$ cat config.mk
export PLATFORM = sky130hd
export DESIGN_NAME = dglcd_ram
export DESIGN_NICKNAME = d
export VERILOG_FILES = /design/src/hw/rtl/dglcd_ram.sv
export SDC_FILE = /design/constraint.sdc
export NUM_CORES = 2
export LEC_CHECK = 0
export ABC_AREA = 0
export BUFFER_PORTS_ARGS = -buffer_cell sky130_fd_sc_hd__buf_4
export CORE_MARGIN = 2
export CORE_UTILIZATION = 36
export DETAILED_ROUTE_END_ITERATION = 8
export PLACE_DENSITY = 0.53
export SLEW_MARGIN = 20
export SYNTH_ARGS = -nofsm -noshare
export SYNTH_HDL_FRONTEND = slang
export SYNTH_SLANG_ARGS = --single-unit
$ cat constraint.sdc
create_clock -name clk -period 3.9 [get_ports clk]
set_input_delay 0.39 -clock clk [delete_from_list [all_inputs] [get_ports clk]]
set_output_delay 0.39 -clock clk [all_outputs]
set_load 0.1 [all_outputs]
$ cat src/hw/rtl/dglcd_ram.sv
module dglcd_ram #(
  parameter int WIDTH = 8,
  parameter int DEPTH = 512
) (
  input  logic                     clk,
  input  logic                     we,
  input  logic [$clog2(DEPTH)-1:0] addr,
  input  logic [WIDTH-1:0]         wdata,
  output logic [WIDTH-1:0]         rdata
);

  logic [WIDTH-1:0] mem [DEPTH];

  always_ff @(posedge clk) begin
    if (we) mem[addr] <= wdata;
    rdata <= mem[addr];
  end

endmodule

## Word-level counts from Yosys, hierarchy flattened

Memory sizes are Yosys's and may differ from the RTL's. A register that Yosys moved wholly into a read port is not among the register bits.
Index checks and enable logic that the tools add are counted.

- Bits in registers: 0
- RAM bits: 4096
- Input port bits: 19
- Output and inout port bits: 8
- Word-level logic and storage cells: 3
- Memories: 1

- Muxes and demuxes: 2

Memories:

| memory | depth | bits a word | rd ports | clocked after memory_dff | write ports | RTL line | source |
|---|---|---|---|---|---|---|---|
| mem | 512 | 8 | 1 | 1 | 1 | 12 | `logic [WIDTH-1:0] mem [DEPTH];` |

Operators by type and width:

| cell | number |
|---|---|
| 1-bit 2-to-1 mux | 2 |

## Logic depth before layout (Yosys ltp)

- Depth in word-level cells: 2
- Depth in mapped cells: 13
- Mapped depth without buffers: 7

## Worst setup path before layout

Ideal clock, no wire load.

- Path type: input -> register
- From: in addr[0]
- To: mem mem[463][0], enable pin
- Setup time: 0.370 ns
- Arrival time: 2.468 ns
- Required time: 3.530 ns
- Path slack: 1.061 ns
- Stages: 10
- Path buffers: 8
- Path through: buf_6 > buf_12 > buf_6 > buf_6 > buf_4 > buf_2 > buf_2 > nand4_1 > clkbuf_1 > nor2_1

RTL lines:

| element | RTL line | source |
|---|---|---|
| start, declared | 7 | `input logic [$clog2(DEPTH)-1:0] addr,` |
| end, declared | 12 |  |

No word-level cell before the write port.

==> impl_metrics.env <==
export IMPL_outcome="complete, no violations"
export IMPL_timing_worst_setup_path_type="primary input to flop"
export IMPL_clock_latency_ns=1.00
export IMPL_timing_slew_headroom_pct=14.8
export IMPL_drc=0
export IMPL_worst_slew_pin_transition_ns=1.27
export IMPL_critical_register_to_register_path_startpoint="mem[487][3]"
export IMPL_post_route_worst_setup_slack_ns=0.540
export IMPL_synth_area_leaders="sky130_fd_sc_hd__edfxtp_1, sky130_fd_sc_hd__mux4_2, sky130_fd_sc_hd__mux2i_1, sky130_fd_sc_hd__nor2_1, sky130_fd_sc_hd__a22oi_1"
export IMPL_max_cap_viol_count=0
export IMPL_final_layout_size_suffix_gt1_share_pct=28.5
export IMPL_drt_antenna_violating_nets=0
export IMPL_cp_cell_sequence="buf_12, buf_12, buf_12, buf_4, mux4_2, nand2_1, a21oi_1, nor4_1, buf_4, nand4b_1, nor4_2, buf_4, nand4_1"
export IMPL_synth_edff_count=4096
export IMPL_reg2regPathDepth=9
export IMPL_io_pin_count=27
export IMPL_cts_max_path_buffers=4
export IMPL_synthesis_nets=7594
export IMPL_synth_top_cell_area_share_pct=77.7
export IMPL_critical_path_sink_type="flop"
export IMPL_critPathMaxStageDelay_ns=0.89
export IMPL_overflow=0
export IMPL_fp_row_count=243
export IMPL_dpl_worst_slack_ns=-0.324
export IMPL_die_area_sq_um=445000
export IMPL_route_detailed_wl_per_inst_um=32.0
export IMPL_yosys_top_cells_count="sky130_fd_sc_hd__edfxtp_1, sky130_fd_sc_hd__mux4_2, sky130_fd_sc_hd__nor2_1"
export IMPL_first_global_vias=83400
export IMPL_dieHeight_um=667
export IMPL_grt_setup_unrepaired="false"
export IMPL_timing_final_hold_violations=0
export IMPL_place_port_buffers=26
export IMPL_p_leak_nw=59.8
export IMPL_final_setup_viol_count=0
export IMPL_netlist_cell_type_count=67
export IMPL_worst_clock_skew_on_the_final_layout_ns=0.0653
export IMPL_firstDrtPassIters=6
export IMPL_critical_path_startpoint="addr[0]"
export IMPL_area_growth_synth_to_final_pct=18.0
export IMPL_cts_clk_slew_worst_paths_ns=0.06
export IMPL_cts_sinks=4104
export IMPL_syn_inst=7575
export IMPL_cts_tree="done"
export IMPL_min_period_ns=3.36
export IMPL_worstHoldPathCells=1
export IMPL_wl_um=474000
export IMPL_maxSlewViolCount=0
export IMPL_synth_area_leader_cell="sky130_fd_sc_hd__edfxtp_1"
export IMPL_top_count_cell_post_synth="sky130_fd_sc_hd__edfxtp_1"
export IMPL_fp_dieW_um=667
export IMPL_critPathLaunchType="primary input"
export IMPL_power_density_nw_per_um2=498
export IMPL_vdd_drop_max_mv=0.381
export IMPL_initial_utilization_pct=36.1
export IMPL_htree_num_levels=5
export IMPL_drt_iter0_markers=10600
export IMPL_synth_main_ff_cell="sky130_fd_sc_hd__edfxtp_1"
export IMPL_power_mw=93.0
export IMPL_min_delay_path_class="primary input to flop"
export IMPL_dpl_cell_count=14000
export IMPL_cp_arrival_ns=4.23
export IMPL_cts_made_buffers=425
export IMPL_syn_avg_cell_area_sq_um=20.9
export IMPL_layoutNonFillerInstCount=14800
export IMPL_cts_root_buf="sky130_fd_sc_hd__clkbuf_16"
export IMPL_synthesis_area_sq_um=158000
export IMPL_global_route_wire_length_before_repair_um=662000
export IMPL_cts_setup_buffers=0
export IMPL_grtUsageTotal_pct=21.0
export IMPL_hold_path_startpoint="wdata[1]"
export IMPL_gp_congestion=0.924
export IMPL_grt_antenna_before_repair=36
export IMPL_nNetsFinal=8615
export IMPL_hpwl_um=310000
export IMPL_worst_r2r_setup_slack_ns=0.58
export IMPL_yosys_register_bits=4104
export IMPL_worst_hold_path_endpoint="mem[310][1]"
export IMPL_max_clock_freq_mhz=298
export IMPL_core_sq_um=438000
export IMPL_synth_sequential_area_ratio_pct=77.8
export IMPL_crit_path_max_fanout=17
export IMPL_worst_path_max_delay_cell="sky130_fd_sc_hd__nor4_2"
export IMPL_maximum_number_of_pins_on_one_net_before_global_route_repair=141
export IMPL_route_detailed_vias_per_inst=5.59
export IMPL_via_count=82900
export IMPL_ys_warnings_count=0
export IMPL_critical_path_required_ns=4.77
export IMPL_async_s_r_ff_share_synth_pct=0
export IMPL_r2r_end="rdata[3]"
export IMPL_final_period_utilization_pct=86.1
per-layer routing:
layer,GRT usage [%],vias up,share of wire (%)
li1,-,33900,-
met1,29.3,44800,42
met2,33.9,3560,48
met3,3.36,665,7.5
met4,6.05,10,3.1
met5,0,-,0.013
report_power, final:
part / switching, mW / internal (mW) / total (mW)
clock network: 17.1 / 22.7 / 39.7
logic: 3.06 / 1.58 / 4.64
registers: 0.0698 / 48.6 / 48.6
worst max-delay path, delay by kind of cell:
| kind | cells | cell delay (ns) |
|---|---|---|
| multiplexers | 1 | 0.53 |
| buffers and inverters | 6 | 1.37 |
| AND/OR/NAND/NOR | 5 | 1.62 |
| AO/OA/AOI/OAI | 1 | 0.16 |
repair_timing:
action | 4_1_cts | 5_1_grt
hold buffers | 7 | 0
gates resized for setup | 0 | 0
hold endpoints to repair | 200 | 0
state kept, by name (all words and copies together) (netlist names):
| name | flops |
|---|---|
| mem | 4096 |
| rdata | 8 |
cell families (layout without fill, tap and decap cells):
kind of cell	after synthesis	count (layout)	synth area share [%]
flip-flops	4104	4104	77.8
multiplexers	1268	1268	14.5
AND/OR/NAND/NOR	958	958	2.74
AO/OA/AOI/OAI	758	758	3.43
buffers and inverters	487	1859	1.59
other	0	11	0
how the worst max path moves through the flow:
stage,endpoint,slack [ns],cells past startpoint
floorplan,mem[463][0],1.06,10
global placement,rdata[3],-1.01,9
detailed placement,rdata[4],-0.32,11
CTS,rdata[2],0.55,9
global route,rdata[7],0.46,9
finish,rdata[1],0.54,13
layout make-up:
cell class	count	area (sq um)
inverters	4	20.0
clock buffers	521	11200
clock inverters	257	2350
repair buffers	1077	9740
diodes	11	27.5
fillers	37800	251000
flip-flops and latches	4104	123000
multi-input cells	2984	33000
well taps	5880	7360
metrics by stage:
step / util [%] / setup TNS, ns / instance area (sq um) / hold slack, ns
CTS: 42.6 / 0 / 187000 / 0.000548
global route: 42.6 / 0 / 187000 / 0.0474
finish: 42.6 / 0 / 187000 / 0.0684
detailed placement: 39.5 / -1.40 / 173000 / 0.807
floorplan: - / 0 / 158000 / 0.489
global placement: 39.5 / -3.24 / 173000 / 0.804
cell usage in the layout, fill, tap and decap left out, types with 19 or more instances in the layout:
cell / count
sky130_fd_sc_hd__and3_1: 24
sky130_fd_sc_hd__buf_12: 124
sky130_fd_sc_hd__mux2i_1: 434
sky130_fd_sc_hd__nand2_1: 124
sky130_fd_sc_hd__edfxtp_1: 4096
sky130_fd_sc_hd__a22oi_1: 180
sky130_fd_sc_hd__o21ai_0: 45
sky130_fd_sc_hd__bufinv_16: 35
sky130_fd_sc_hd__nor2_1: 540
sky130_fd_sc_hd__a32oi_1: 26
sky130_fd_sc_hd__buf_4: 934
sky130_fd_sc_hd__nand3_1: 39
sky130_fd_sc_hd__a22o_1: 47
sky130_fd_sc_hd__mux4_2: 816
sky130_fd_sc_hd__a31oi_1: 76
sky130_fd_sc_hd__clkinv_1: 105
sky130_fd_sc_hd__nor3_1: 20
sky130_fd_sc_hd__a211oi_1: 36
sky130_fd_sc_hd__o22ai_1: 118
sky130_fd_sc_hd__a221oi_1: 91
sky130_fd_sc_hd__clkbuf_16: 432
sky130_fd_sc_hd__a21oi_1: 77
sky130_fd_sc_hd__clkbuf_1: 86
sky130_fd_sc_hd__nor4_1: 36
sky130_fd_sc_hd__nor2b_1: 19
sky130_fd_sc_hd__nand4_1: 47
sky130_fd_sc_hd__clkinv_2: 83
Note: power is estimated with default switching activity, not from simulation.
